===== config.mk =====
export PLATFORM = sky130hd
export DESIGN_NAME = sound_effect_voice_allocator
export DESIGN_NICKNAME = d
export VERILOG_FILES = /design/src/rtl/sfva_pkg.sv /design/src/rtl/sfva_slot_search.sv /design/src/rtl/sound_effect_voice_allocator.sv
export SDC_FILE = /design/constraint.sdc
export NUM_CORES = 1
export LEC_CHECK = 0
export BUFFER_PORTS_ARGS = -buffer_cell sky130_fd_sc_hd__clkbuf_2
export CORE_UTILIZATION = 40
export CTS_CLUSTER_SIZE = 30
export DETAILED_ROUTE_END_ITERATION = 10
export GPL_TIMING_DRIVEN = 0
export PLACE_DENSITY_LB_ADDON = 0.05
export SLEW_MARGIN = 20
export SYNTH_ARGS = -nofsm -noshare
export SYNTH_HDL_FRONTEND = slang
export SYNTH_SLANG_ARGS = --single-unit

===== constraint.sdc =====
create_clock -name clk -period 3.38 [get_ports clk]
set_input_delay 0.507 -clock clk [delete_from_list [all_inputs] [get_ports clk]]
set_output_delay 0.507 -clock clk [all_outputs]
set_load 0.02 [all_outputs]

===== src/rtl/sfva_pkg.sv =====
// Shared types and constants for the sound effect voice allocator.
package sfva_pkg;

    localparam int SOUND_ID_W   = 16;
    localparam int SLOT_PORT_W  = 3;
    localparam int VOL_W        = 8;
    localparam int MASK_W       = 8;

    localparam logic [VOL_W-1:0] FULL_VOLUME = 8'd255;

    typedef enum logic [2:0] {
        KIND_PLAY       = 3'd0,
        KIND_SET_VOLUME = 3'd1,
        KIND_STOP_SLOT  = 3'd2,
        KIND_STOP_SOUND = 3'd3,
        KIND_STOP_ALL   = 3'd4
    } kind_t;

    typedef enum logic [1:0] {
        MODE_DIRECT     = 2'd0,
        MODE_ANY        = 2'd1,
        MODE_NO_OVERLAP = 2'd2
    } play_mode_t;

endpackage


===== src/rtl/sfva_slot_search.sv =====
// Priority search over the slot table: lowest slot with a sound id, lowest free slot.
module sfva_slot_search #(
    parameter int SLOT_COUNT = 8,
    parameter int ID_WIDTH   = 16
) (
    input  logic [ID_WIDTH-1:0]                                  slot_sound [SLOT_COUNT],
    input  logic [SLOT_COUNT-1:0]                                playing,
    input  logic [SLOT_COUNT-1:0]                                reserved,
    input  logic [ID_WIDTH-1:0]                                  id,
    output logic                                                 sound_hit,
    output logic [((SLOT_COUNT > 1) ? $clog2(SLOT_COUNT) : 1)-1:0] sound_idx,
    output logic                                                 free_hit,
    output logic [((SLOT_COUNT > 1) ? $clog2(SLOT_COUNT) : 1)-1:0] free_idx
);

    localparam int SLOT_W = (SLOT_COUNT > 1) ? $clog2(SLOT_COUNT) : 1;

    // Scan from the top down so the lowest match wins.
    always_comb
    begin
        sound_hit = 1'b0;
        sound_idx = '0;
        free_hit  = 1'b0;
        free_idx  = '0;
        for (int i = SLOT_COUNT - 1; i >= 0; i--)
        begin
            if ((id != '0) && (slot_sound[i] == id))
            begin
                sound_hit = 1'b1;
                sound_idx = SLOT_W'(i);
            end
            if (!reserved[i] && !playing[i])
            begin
                free_hit = 1'b1;
                free_idx = SLOT_W'(i);
            end
        end
    end

endmodule


===== src/rtl/sound_effect_voice_allocator.sv =====
// Top level of the sound effect voice allocator: slot table, request and response stages.
//
//  channel   | handshake               | payload
//  ----------+-------------------------+----------------------------------------------
//  request   | req_valid / req_stall   | kind, play_mode, slot_index, sound_id,
//            |                         | volume_left, volume_right
//  response  | rsp_valid / rsp_stall   | granted, chosen_slot, playing_mask
//  config    | cfg_write_en            | cfg_write_data (reserved slot mask)
//
//  One request per cycle when nothing stalls; search and table update sit between the
//  request and response registers, so each request sees the table left by the one before.
//  An accepted request passes through the request register and then the response
//  register; a held response can delay it.
//  req_stall rises only while a request is parked behind a held response.
//  rst_n clears the slot table, the reserved mask and both valid flags.
module sound_effect_voice_allocator
    import sfva_pkg::*;
#(
    parameter int SLOT_COUNT = 8,
    parameter int ID_WIDTH   = 16
) (
    input  logic                   clk,
    input  logic                   rst_n,

    input  logic                   cfg_write_en,
    input  logic [MASK_W-1:0]      cfg_write_data,

    input  logic                   req_valid,
    output logic                   req_stall,
    input  logic [2:0]             kind,
    input  logic [1:0]             play_mode,
    input  logic [SLOT_PORT_W-1:0] slot_index,
    input  logic [SOUND_ID_W-1:0]  sound_id,
    input  logic [VOL_W-1:0]       volume_left,
    input  logic [VOL_W-1:0]       volume_right,

    output logic                   rsp_valid,
    input  logic                   rsp_stall,
    output logic                   granted,
    output logic [SLOT_PORT_W-1:0] chosen_slot,
    output logic [MASK_W-1:0]      playing_mask
);

    localparam int SLOT_W = (SLOT_COUNT > 1) ? $clog2(SLOT_COUNT) : 1;

    // ------------------------------------------------------------------
    // Configuration: reserved mask; write it only while idle (the block does not enforce this).
    // ------------------------------------------------------------------
    logic [MASK_W-1:0] reserved_reg;

    always_ff @(posedge clk or negedge rst_n)
    begin
        if (!rst_n)
        begin
            reserved_reg <= '0;
        end
        else if (cfg_write_en)
        begin
            reserved_reg <= cfg_write_data;
        end
    end

    // Only the first eight slots can be reserved; pad with zeros beyond that.
    logic [SLOT_COUNT+MASK_W-1:0] reserved_wide;
    logic [SLOT_COUNT-1:0]        reserved_vec;

    assign reserved_wide = {{SLOT_COUNT{1'b0}}, reserved_reg};
    assign reserved_vec  = reserved_wide[SLOT_COUNT-1:0];

    // ------------------------------------------------------------------
    // Handshake control.
    // ------------------------------------------------------------------
    logic req_valid_reg;
    logic rsp_valid_reg;
    logic advance;
    logic fire;
    logic req_take;

    // Response register can load when empty or being drained this cycle.
    assign advance   = !rsp_valid_reg || !rsp_stall;
    assign fire      = req_valid_reg && advance;
    assign req_stall = req_valid_reg && !advance;
    assign req_take  = req_valid && !req_stall;

    // ------------------------------------------------------------------
    // Request register.
    // ------------------------------------------------------------------
    logic [2:0]             kind_reg;
    logic [1:0]             play_mode_reg;
    logic [SLOT_PORT_W-1:0] slot_index_reg;
    logic [SOUND_ID_W-1:0]  sound_id_reg;
    logic [VOL_W-1:0]       volume_left_reg;
    logic [VOL_W-1:0]       volume_right_reg;

    always_ff @(posedge clk or negedge rst_n)
    begin
        if (!rst_n)
        begin
            req_valid_reg <= 1'b0;
        end
        else if (req_take)
        begin
            req_valid_reg <= 1'b1;
        end
        else if (fire)
        begin
            req_valid_reg <= 1'b0;
        end
    end

    always_ff @(posedge clk)
    begin
        if (req_take)
        begin
            kind_reg         <= kind;
            play_mode_reg    <= play_mode;
            slot_index_reg   <= slot_index;
            sound_id_reg     <= sound_id;
            volume_left_reg  <= volume_left;
            volume_right_reg <= volume_right;
        end
    end

    // ------------------------------------------------------------------
    // Slot table.
    // ------------------------------------------------------------------
    logic [ID_WIDTH-1:0]   sound_reg  [SLOT_COUNT];
    logic [ID_WIDTH-1:0]   sound_next [SLOT_COUNT];
    logic [SLOT_COUNT-1:0] playing_reg;
    logic [SLOT_COUNT-1:0] playing_next;
    logic [VOL_W-1:0]      vol_left_reg   [SLOT_COUNT];
    logic [VOL_W-1:0]      vol_left_next  [SLOT_COUNT];
    logic [VOL_W-1:0]      vol_right_reg  [SLOT_COUNT];
    logic [VOL_W-1:0]      vol_right_next [SLOT_COUNT];

    // Sound id trimmed or zero-extended to the stored width.
    logic [ID_WIDTH+SOUND_ID_W-1:0] id_wide;
    logic [ID_WIDTH-1:0]            id;

    assign id_wide = {{ID_WIDTH{1'b0}}, sound_id_reg};
    assign id      = id_wide[ID_WIDTH-1:0];

    // Addressed slot: valid only when inside the table.
    logic [5:0]        idx_ext;
    logic              idx_ok;
    logic [SLOT_W-1:0] idx_sel;

    assign idx_ext = 6'(slot_index_reg);
    assign idx_ok  = idx_ext < 6'(SLOT_COUNT);
    assign idx_sel = SLOT_W'(slot_index_reg);

    logic              sound_hit;
    logic [SLOT_W-1:0] sound_idx;
    logic              free_hit;
    logic [SLOT_W-1:0] free_idx;

    sfva_slot_search #(
        .SLOT_COUNT (SLOT_COUNT),
        .ID_WIDTH   (ID_WIDTH)
    ) u_search (
        .slot_sound (sound_reg),
        .playing    (playing_reg),
        .reserved   (reserved_vec),
        .id         (id),
        .sound_hit  (sound_hit),
        .sound_idx  (sound_idx),
        .free_hit   (free_hit),
        .free_idx   (free_idx)
    );

    // ------------------------------------------------------------------
    // Request decode and table update.
    // ------------------------------------------------------------------
    logic              granted_next;
    logic [SLOT_W-1:0] chosen_next;
    logic              take;
    logic [SLOT_W-1:0] take_idx;

    always_comb
    begin
        sound_next     = sound_reg;
        playing_next   = playing_reg;
        vol_left_next  = vol_left_reg;
        vol_right_next = vol_right_reg;
        granted_next   = 1'b0;
        chosen_next    = '0;
        take           = 1'b0;
        take_idx       = '0;

        case (kind_t'(kind_reg))
            KIND_PLAY:
            begin
                // A zero id is never played.
                if (id != '0)
                begin
                    case (play_mode_t'(play_mode_reg))
                        MODE_DIRECT:
                        begin
                            // Refuse an out-of-range slot and a reserved slot busy with another sound.
                            if (idx_ok && !(reserved_vec[idx_sel] && playing_reg[idx_sel]
                                            && (sound_reg[idx_sel] != id)))
                            begin
                                take     = 1'b1;
                                take_idx = idx_sel;
                            end
                        end
                        MODE_ANY:
                        begin
                            take     = free_hit;
                            take_idx = free_idx;
                        end
                        MODE_NO_OVERLAP:
                        begin
                            // Reuse the slot already holding this sound, else any free one.
                            if (sound_hit)
                            begin
                                take     = 1'b1;
                                take_idx = sound_idx;
                            end
                            else
                            begin
                                take     = free_hit;
                                take_idx = free_idx;
                            end
                        end
                        default:
                        begin
                            take = 1'b0;
                        end
                    endcase
                end
                if (take)
                begin
                    sound_next[take_idx]     = id;
                    playing_next[take_idx]   = 1'b1;
                    vol_left_next[take_idx]  = FULL_VOLUME;
                    vol_right_next[take_idx] = FULL_VOLUME;
                    granted_next             = 1'b1;
                    chosen_next              = take_idx;
                end
            end
            KIND_SET_VOLUME:
            begin
                if (idx_ok)
                begin
                    vol_left_next[idx_sel]  = volume_left_reg;
                    vol_right_next[idx_sel] = volume_right_reg;
                    granted_next            = 1'b1;
                    chosen_next             = idx_sel;
                end
            end
            KIND_STOP_SLOT:
            begin
                if (idx_ok)
                begin
                    playing_next[idx_sel] = 1'b0;
                    granted_next          = 1'b1;
                    chosen_next           = idx_sel;
                end
            end
            KIND_STOP_SOUND:
            begin
                // Keep the id stored so a later no-overlap play finds the slot.
                if (sound_hit)
                begin
                    playing_next[sound_idx] = 1'b0;
                    granted_next            = 1'b1;
                    chosen_next             = sound_idx;
                end
            end
            KIND_STOP_ALL:
            begin
                playing_next = '0;
                granted_next = 1'b1;
            end
            default:
            begin
                granted_next = 1'b0;
            end
        endcase
    end

    always_ff @(posedge clk or negedge rst_n)
    begin
        if (!rst_n)
        begin
            playing_reg <= '0;
            for (int i = 0; i < SLOT_COUNT; i++)
            begin
                sound_reg[i]     <= '0;
                vol_left_reg[i]  <= '0;
                vol_right_reg[i] <= '0;
            end
        end
        else if (fire)
        begin
            playing_reg   <= playing_next;
            sound_reg     <= sound_next;
            vol_left_reg  <= vol_left_next;
            vol_right_reg <= vol_right_next;
        end
    end

    // ------------------------------------------------------------------
    // Response register.
    // ------------------------------------------------------------------
    logic [SLOT_W+SLOT_PORT_W-1:0] chosen_wide;
    logic [SLOT_COUNT+MASK_W-1:0]  playing_wide;
    logic                          granted_reg;
    logic [SLOT_PORT_W-1:0]        chosen_reg;
    logic [MASK_W-1:0]             playing_mask_reg;

    // Report the low three bits of the slot and the first eight playing flags.
    assign chosen_wide  = {{SLOT_PORT_W{1'b0}}, chosen_next};
    assign playing_wide = {{MASK_W{1'b0}}, playing_next};

    always_ff @(posedge clk or negedge rst_n)
    begin
        if (!rst_n)
        begin
            rsp_valid_reg <= 1'b0;
        end
        else if (advance)
        begin
            rsp_valid_reg <= req_valid_reg;
        end
    end

    always_ff @(posedge clk)
    begin
        if (fire)
        begin
            granted_reg      <= granted_next;
            chosen_reg       <= chosen_wide[SLOT_PORT_W-1:0];
            playing_mask_reg <= playing_wide[MASK_W-1:0];
        end
    end

    assign rsp_valid    = rsp_valid_reg;
    assign granted      = granted_reg;
    assign chosen_slot  = chosen_reg;
    assign playing_mask = playing_mask_reg;

endmodule


# After elaboration in Yosys (flattened, before gate mapping)
# Cells that the tools add are included.
# Widths: inputs -> output; s select.
dict set report op_classes {
  n_lt_le_gt_ge 10
  n_eq_ne 15
  mux 72
  bitwise 7
  n_reduce_logical 54
}
# op n
set ops {}
lappend ops {{$bwmux 128} 1}
lappend ops {{$eq 16x16->1} 8}
lappend ops {{$mux 3} 23}
lappend ops {{$bmux 16 s3} 1}
lappend ops {{$demux 16 s3} 1}
lappend ops {{$mux 16} 3}
lappend ops {{$pmux 8 s4} 1}
lappend ops {{$mux 1} 30}
lappend ops {{$logic_and 1x1->1} 26}
lappend ops {{$mux 8} 3}
lappend ops {{$logic_not 1->1} 21}
lappend ops {{$pmux 3 s3} 2}
lappend ops {{$and 8x8->8} 2}
lappend ops {{$lt 3x4->1 const B} 4}
lappend ops {{$ne 16x16->1} 1}
lappend ops {{$not 8->8} 2}
lappend ops {{$reduce_bool 16->1} 1}
lappend ops {{$demux 1 s3} 3}
lappend ops {{$ge 3x1->1 const B} 3}
lappend ops {{$ge 4x4->1 const B} 2}
lappend ops {{$not 3->4} 2}
lappend ops {{$or 8x8->8} 1}
lappend ops {{$bmux 1 s3} 2}
lappend ops {{$eq 3x2->1 const B} 2}
lappend ops {{13 further kinds} 13}
dict set report word_totals {
  register_bits 182
  elab_cells 177
}

# Longest topological paths before layout
# Gate-level depths: netlist (run 1).
dict set report logic_depth {
  ltp_word 21
  depth_mapped 15
  ltp_nobuf 9
}

# Cells and area by module
# Synthesis (run 1) repeated with hierarchy kept, for this count alone.
dict set report hier_totals {
  cells_unflattened 860
  area_unflattened_um2 10558.9
}
# module n_inst cells_each area_each_um2
set modules_own_cells {}
lappend modules_own_cells {sound_effect_voice_allocator 1 634 8757.1}
lappend modules_own_cells {sfva_slot_search 1 226 1801.7}

# Worst setup path after synthesis (run 1)
# OpenSTA, ideal clock, no wires.
dict set report synth_path {
  path_type {reg2reg}
  start {register slot_index_reg[0], in the netlist idx_sel[0]}
  end {register sound_reg[55] (netlist bit)}
  setup_ns 0.125
  arrival_ns 3.536
  setup_slack_ns -0.281
  path_stages_with_launch 13
  n_path_buf 3
  synth_period_minus_slack_ns 3.661
  path_cell_list {edfxtp_1 -> buf_2 -> mux4_2 -> mux2i_1 -> xor2_1 -> o211ai_1 -> or4_4 -> o311ai_4 -> o2111ai_4 -> or4_1 -> buf_4 -> buf_6 -> mux2_4}
}
dict set report synth_between {
  elab_chain_cells 18
}
# item line_no
set synth_rtl {}
lappend synth_rtl {{start, declared} sound_effect_voice_allocator.sv:90} ;# logic [SLOT_PORT_W-1:0] slot_index_reg;
lappend synth_rtl {{start signal, assigned} sound_effect_voice_allocator.sv:117} ;# slot_index_reg <= slot_index;
lappend synth_rtl {{$not 3->4} n/a}
lappend synth_rtl {{$bmux 16 s3} sound_effect_voice_allocator.sv:201} ;# && (sound_reg[idx_sel] != id)))
lappend synth_rtl {{$mux 16 (not written as such) (2 in a row)} sound_effect_voice_allocator.sv:201}
lappend synth_rtl {{$ne 16x16->1} sound_effect_voice_allocator.sv:201}
lappend synth_rtl {{$logic_and 1x1->1} sound_effect_voice_allocator.sv:201}
lappend synth_rtl {{$logic_not 1->1} sound_effect_voice_allocator.sv:200} ;# if (idx_ok && !(reserved_vec[idx_sel] && playing_reg[idx_sel]
lappend synth_rtl {{$logic_and 1x1->1} sound_effect_voice_allocator.sv:200}
lappend synth_rtl {{$mux 3} sound_effect_voice_allocator.sv:200}
lappend synth_rtl {{$pmux 3 s3} sound_effect_voice_allocator.sv:196} ;# case (play_mode_t'(play_mode_reg))
lappend synth_rtl {{$mux 3} sound_effect_voice_allocator.sv:194} ;# if (id != '0)
lappend synth_rtl {{$mux 3} sound_effect_voice_allocator.sv:190} ;# case (kind_t'(kind_reg))
lappend synth_rtl {{$not 3->4} n/a}
lappend synth_rtl {{$ge 4x4->1 or $lt 4x1->1 (tied branches)} n/a}
lappend synth_rtl {{$logic_and 1x1->1} n/a}
lappend synth_rtl {{$mux 16 (not written as such)} sound_effect_voice_allocator.sv:234} ;# sound_next[take_idx] = id;
lappend synth_rtl {{$demux 16 s3} sound_effect_voice_allocator.sv:234}
lappend synth_rtl {{$bwmux 128} sound_effect_voice_allocator.sv:234}
lappend synth_rtl {{end signal, assigned} sound_effect_voice_allocator.sv:298} ;# sound_reg <= sound_next;
lappend synth_rtl {{end, declared} sound_effect_voice_allocator.sv:127} ;# logic [ID_WIDTH-1:0] sound_reg [SLOT_COUNT];
# Several ways; a longest one is shown, not always the timed one. The select of a mux whose other input is x is not followed.
# A chain may end at the register's enable or synchronous reset.

# Worst setup path after layout (run 1)
dict set report layout_path {
  start {register sound_id_reg[9], in the netlist id[9]}
  end {register sound_reg[119] (netlist bit)}
}
dict set report layout_between {
  elab_chain_cells 20
}
# item line_no
set layout_rtl {}
lappend layout_rtl {{start, declared} sound_effect_voice_allocator.sv:91} ;# logic [SOUND_ID_W-1:0] sound_id_reg;
lappend layout_rtl {{start signal, assigned} sound_effect_voice_allocator.sv:118} ;# sound_id_reg <= sound_id;
lappend layout_rtl {{$eq 16x16->1 or $reduce_bool 16->1 (tied branches)} {sfva_slot_search.sv:27, sound_effect_voice_allocator.sv:194}}
lappend layout_rtl {{$logic_and 1x1->1} sfva_slot_search.sv:27} ;# if ((id != '0) && (slot_sound[i] == id))
lappend layout_rtl {{$mux 3 or $mux 1 (tied branches) (8 in a row)} sfva_slot_search.sv:27}
lappend layout_rtl {{$mux 3} sound_effect_voice_allocator.sv:215} ;# if (sound_hit)
lappend layout_rtl {{$pmux 3 s3} sound_effect_voice_allocator.sv:196}
lappend layout_rtl {{$mux 3} sound_effect_voice_allocator.sv:194}
lappend layout_rtl {{$mux 3} sound_effect_voice_allocator.sv:190}
lappend layout_rtl {{$not 3->4} n/a}
lappend layout_rtl {{$ge 4x4->1 or $lt 4x1->1 (tied branches)} n/a}
lappend layout_rtl {{$logic_and 1x1->1} n/a}
lappend layout_rtl {{$mux 16 (not written as such)} sound_effect_voice_allocator.sv:234}
lappend layout_rtl {{$demux 16 s3} sound_effect_voice_allocator.sv:234}
lappend layout_rtl {{$bwmux 128} sound_effect_voice_allocator.sv:234}
# Several ways; a longest one is shown, not always the timed one. The select of a mux whose other input is x is not followed.

==> impl_metrics.ini, run 1 <==
[critical_path]
reg2reg_from = id[9]$_DFFE_PP_
rrSetupSlack_ns = -0.55
worstPathMaxFanout = 10
cp-start-kind = register
worst_ep_required_time_ns = 3.71
r2r-end = sound_reg[119]$_DFFE_PN0P_
cp.arrival_ns = 4.26
worstSetupPathType = register to register
cp-endpoint = sound_reg[119]$_DFFE_PN0P_
startpoint = id[9]$_DFFE_PP_
rr_worst_depth = 14
crit_path_end_kind = register

[synthesis]
yosys_warnings = 0
synthCells = 882
syn_nets = 935
synth_seq_area_share_pct = 44.4
synthTopCellsByCount = 146 x dfrtp_1, 133 x xor2_1, 78 x mux2_2, 39 x mux2i_1, 39 x nor4_1
synth_area_leaders = dfrtp_1 34%, xor2_1 11%, edfxtp_1 10%, mux2_2 8.2%, mux2_4 3.9%
synthFlopType = dfrtp_1
synth_top_area_cell = dfrtp_1
yosysTopAreaCellShare_pct = 34.3
ys_ff_latch = 182
yosysMostFrequentCell = dfrtp_1
synth_area_sq_um = 10700
synth_area_per_cell_sq_um = 12.1
async_flop_share_pct = 80.2
synth-edff-count = 36
synth_cell_type_count = 72

[final_layout]
largest_reg_flops = 128
num_antenna_cells = 0
final_cells = 1393
nFillCells = 2205
final_nets = 1098
fin_util_pct = 54.5
area_growth_pct = 33.3
multiInputGateArea_sq_um = 6490
regArea_sq_um = 4730
drive_gt1_share_pct = 45.9

[drt]
vias = 8084
drtIter0Drc = 627
antenna_left = 0
first_pass_iters = 7
routedWlPerCell_um = 27.6
drt-total-wl_um = 38400
drc = 0
via_per_inst = 5.80

[sta]
worst_pin_slew_ns = 1.05
worst_slack_ns = -0.548
slew_headroom_pct = 29.3
finalSetupViolations = 146
setup-tns-final_ns = -63.91
post-route-period-util_pct = 116
final.setup_skew_ns = 0.0156
slew_violations = 0
hold_viol = 0
period_needed_ns = 3.93
rsz0062_at_grt = true
fmax_ghz = 0.255

[clock_network]
clock_sinks = 182
numCtsBuffers = 17
clkLatencyLatePin_ns = 0.45
cts.htree.levels = 4
clockRootBuffer = clkbuf_16
clockBufferDepth = 2
clk_pin_slew_ns = 0.09
cts_tree = yes

[power]
swShare_pct = 34.0
leakagePower_nw = 6.45
p_seq_share_pct = 42.7
clockPowerShare_pct = 30.4
p_int_mw = 4.40
power_per_cell_area_nw_per_um2 = 470
peakVddDrop_mv = 0.338
pwr-share-comb_pct = 26.9
switchingPower_mw = 2.27

[placement]
io_buffer_count = 49
gp_congestion = 0.947
post-place-cells = 1268
hpwl_um = 25500

[global_route]
grt_pass1_vias = 8219
grt_start_max_net_pins = 69
grt_overflow_total = 0
grt_pass1_wl_um = 55700
antenna_found_initial = 0
grt.total_usage_pct = 28.9

[run]
cap_viol_max_count = 0

[outcome]
outcome = finished with violations
violations = setup timing

[die]
io_pins = 67
fp.dieW_um = 165
start_util_pct = 40.9
die_area_sq_um = 27300
die_h_um = 165
fp.coreArea_sq_um = 26100
rows = 59

[worst_hold_path]
holdCritPathClass = primary input to register
[cell type report]
| cell class | count | area share, % |
|---|---|---|
| multi-input combinational | 628 | 45.7 |
| tap | 335 | 2.95 |
| inverter | 8 | 0.282 |
| clock inverter | 13 | 0.969 |
| buffer | 61 | 4.22 |
| clock buffer | 19 | 3.12 |
| timing repair buffer | 147 | 9.41 |
| sequential | 182 | 33.3 |
[power by group through the flow]
stage                     registers, mW  clock network [mW]  logic, mW
final                              2.85                2.03       1.80
after global routing               2.89                2.12       1.90
after CTS                          2.84                2.06       1.68
after detailed placement           2.87                   0       1.43
after global placement             2.87                   0       1.42
after floorplan                    2.80                   0      0.974
[what timing repair did]
| item | CTS | global route |
|---|---|---|
| hold buffers | 1 | 0 |
| pin swaps | 34 | 40 |
| endpoints found under the setup margin | 148 | 148 |
| buffers inserted | 67 | 24 |
| resized for setup | 212 | 87 |
| hold endpoints to repair | 33 | 0 |
| gates cloned | 4 | 3 |
[kinds of logic (layout without fill, tap and decap cells)]
group,Yosys count,count (layout),share of synthesized area [%]
AO/OA/AOI/OAI,119,119,8.26
AND/OR/NAND/NOR,174,174,9.54
buffers and inverters,72,248,3.57
flip-flops,182,182,44.4
XOR/XNOR,139,139,11.4
multiplexers,196,196,22.8
[layer usage]
layer | share of wire (%) | global-route usage [%] | up-vias
li1 | - | - | 3577
met1 | 44 | 38.4 | 4146
met2 | 46 | 45.2 | 279
met3 | 6.5 | 6.74 | 82
met4 | 4.1 | 11.5 | 0
met5 | 0 | 0 | -
[worst min path at each step]
stage	cells past startpoint	slack [ns]	endpoint	startpoint
after floorplan	0	0.21	playing_reg[0]$_DFFE_PN0P_	rst_n
after global placement	1	0.47	rsp_valid$_DFFE_PN0P_	req_valid_reg$_DFFE_PN0P_
after detailed placement	1	0.44	sound_reg[59]$_DFFE_PN0P_	rst_n
after CTS	1	0.21	id[9]$_DFFE_PP_	sound_id[9]
after global routing	1	0.22	id[10]$_DFFE_PP_	sound_id[10]
final	1	0.22	id[9]$_DFFE_PP_	sound_id[9]
[worst max-delay path, stage by stage, from the launching register on]
cell	delay, ns
edfxtp_1	0.39
buf_6	0.14
buf_12	0.13
buf_6	0.11
xor2_2	0.17
nor4_4	0.41
nand4_1	0.28
buf_4	0.24
and3_4	0.16
a31oi_4	0.26
nor3_4	0.09
a211oi_4	0.31
or4b_4	0.60
buf_12	0.20
mux2_4	0.30
[metrics by stage]
stage	hold WS, ns	power, mW	worst slack [ns]	instance area [sq um]
after floorplan	0.211	3.78	-0.240	10800
after global placement	0.468	4.29	-1.96	11400
after detailed placement	0.442	4.30	-1.95	11500
after CTS	0.215	6.57	-0.561	13600
after global routing	0.218	6.91	-0.678	14200
final	0.225	6.68	-0.548	14200
[cells in the final DEF, fill, tap and decap left out, types with 5 or more instances in the layout]
cell and instances:
dfrtp_1 146, xor2_1 127, mux2_4 102, buf_4 57
clkbuf_2 52, mux2_2 39, mux2i_1 37, edfxtp_1 36
buf_6 35, nor2_1 23, nand2_1 23, clkbuf_16 22
nor4_2 20, buf_12 19, a21oi_1 19, o22ai_1 14
buf_2 14, mux4_2 13, nor4_1 13, clkbuf_1 12
o21ai_0 12, nand4_1 11, nand2b_1 10, nor3_1 10
nor4_4 9, o21a_1 7, nor2b_1 7, xor2_2 6
a221oi_2 5, and3_1 5, inv_1 5, o21bai_1 5
clkinv_4 5
(Power assumes the default switching activity.)
==> inputs of run 2 (changes only) <==
--- a/config.mk
+++ b/config.mk
@@ -11,6 +11,7 @@
 export DETAILED_ROUTE_END_ITERATION = 10
 export GPL_TIMING_DRIVEN = 0
 export PLACE_DENSITY_LB_ADDON = 0.05
+export SKIP_CTS_REPAIR_TIMING = 1
 export SLEW_MARGIN = 20
 export SYNTH_ARGS = -nofsm -noshare
 export SYNTH_HDL_FRONTEND = slang
==> impl_metrics.ini, run 2 (same netlist as run 1, synthesis figures left out) <==
[sta]
finalSetupViolations = 146
setup-tns-final_ns = -79.85
slew_violations = 0
post-route-period-util_pct = 120
final.setup_skew_ns = 0.0152
rsz0062_at_grt = true
worst_pin_slew_ns = 0.950
hold_viol = 0
period_needed_ns = 4.06
worst_slack_ns = -0.676
slew_headroom_pct = 36.1
fmax_ghz = 0.247

[placement]
io_buffer_count = 49
dpl_cell_area_sq_um = 11500
pre_cts_ws_ns = -1.95
post-place-cells = 1268
gp_congestion = 0.947
hpwl_um = 25500

[critical_path]
crit_path_end_kind = register
cp-start-kind = register
worst_ep_required_time_ns = 3.71
rrSetupSlack_ns = -0.68
cp_top_family = simple AND/OR/NAND/NOR gates
cp_slowest_cell = or4_4
worstPathMaxFanout = 10
reg2reg_from = idx_sel[1]$_DFFE_PP_
path_cells = buf_6 > buf_12 > buf_12 > buf_6 > mux2i_1 > o22ai_2 > nor3_1 > o211ai_1 > or4_4 > nor3_4 > a211oi_4 > or4_4 > buf_12 > buf_12 > mux2_4
worst-path-buf-inv = 6
r2r-end = sound_reg[40]$_DFFE_PN0P_
cpMostUsedCell = buf_12
max_stage_delay_ns = 0.61
worstSetupPathType = register to register
rr_worst_depth = 15
cp.arrival_ns = 4.39

[final_layout]
final_cells = 1377
drive_gt1_share_pct = 41.7
largest_reg_flops = 128
num_antenna_cells = 0
area_growth_pct = 28.8
final_nets = 1082
stdcell_area_sq_um = 13700
layout_commonest_cell = dfrtp_1
layout_common_cells = 146 x dfrtp_1, 132 x xor2_1, 85 x mux2_4

[drt]
routedWlPerCell_um = 27.6
vias = 8069
drc = 0
drt-total-wl_um = 38100
antenna_left = 0
first_pass_iters = 7
via_per_inst = 5.86
drtIter0Drc = 833

[clock_network]
clk_pin_slew_ns = 0.08
cts_tree = yes
clkLatencyLatePin_ns = 0.45
numCtsBuffers = 17
cts.htree.levels = 4
clockRootBuffer = clkbuf_16
clock_sinks = 182
clockBufferDepth = 2

[worst_hold_path]
min_to = id[9]$_DFFE_PP_
holdCritPathClass = primary input to register
min_path_cells = 1
hp-start = sound_id[9]

[power]
design_power_total_mw = 6.60
peakVddDrop_mv = 0.340
leakagePower_nw = 6.30
power_per_cell_area_nw_per_um2 = 481

[die]
rows = 59
io_pins = 67
fp.dieW_um = 165
start_util_pct = 40.9
die_area_sq_um = 27300
fp.coreArea_sq_um = 26100
die_h_um = 165

[global_route]
grt.total_usage_pct = 27.3
grt_start_max_net_pins = 69
antenna_found_initial = 0
grt_pass1_vias = 7597
grt_overflow_total = 0
grt_pass1_wl_um = 52300

[outcome]
violations = setup timing
outcome = finished with violations

[run]
cap_viol_max_count = 0
-- run 2: changes by cell type in the layout (fill, tap and decap cells not counted), sizes merged --
cell	previous run	this run
buf	132	112
clkbuf	94	98
-- run 2: how the worst max path moves through the flow --
stage | slack (ns) | from | endpoint | cells past startpoint
after CTS | -1.97 | id[4]$_DFFE_PP_ | sound_reg[6]$_DFFE_PN0P_ | 11
after global routing | -0.74 | idx_sel[1]$_DFFE_PP_ | sound_reg[63]$_DFFE_PN0P_ | 15
final | -0.68 | idx_sel[1]$_DFFE_PP_ | sound_reg[40]$_DFFE_PN0P_ | 15
after detailed placement | -1.95 | id[4]$_DFFE_PP_ | sound_reg[4]$_DFFE_PN0P_ | 11
after floorplan | -0.24 | idx_sel[1]$_DFFE_PP_ | sound_reg[119]$_DFFE_PN0P_ | 12
after global placement | -1.96 | id[4]$_DFFE_PP_ | sound_reg[4]$_DFFE_PN0P_ | 11
-- run 2: routing by layer --
layer / GRT usage, % / vias to the layer above / share of wire, %
li1: - / 3544 / -
met1: 37.0 / 4149 / 44
met2: 42.7 / 299 / 46
met3: 6.39 / 77 / 6.2
met4: 9.22 / 0 / 3.6
met5: 0 / - / 0
-- run 2: area by class of cell --
class / instances / area, sq um
Clock buffer: 19 / 443
Buffer: 63 / 557
Sequential cell: 182 / 4730
Fill cell: 2279 / 12300
Inverter: 8 / 42.5
Timing Repair Buffer: 129 / 1170
Clock inverter: 13 / 138
Tap cell: 335 / 419
Multi-Input combinational cell: 628 / 6220
-- run 2: power breakdown --
part,internal (mW),switching (mW)
Sequential,2.54,0.303
Combinational,0.806,0.911
Clock,1.00,1.03
-- run 2: per-stage QoR --
step	hold WS [ns]	util [%]
after detailed placement	0.442	44.2
final	0.225	52.7
after global routing	0.218	52.7
after floorplan	0.211	-
after CTS	-0.0338	46.4
after global placement	0.468	43.9
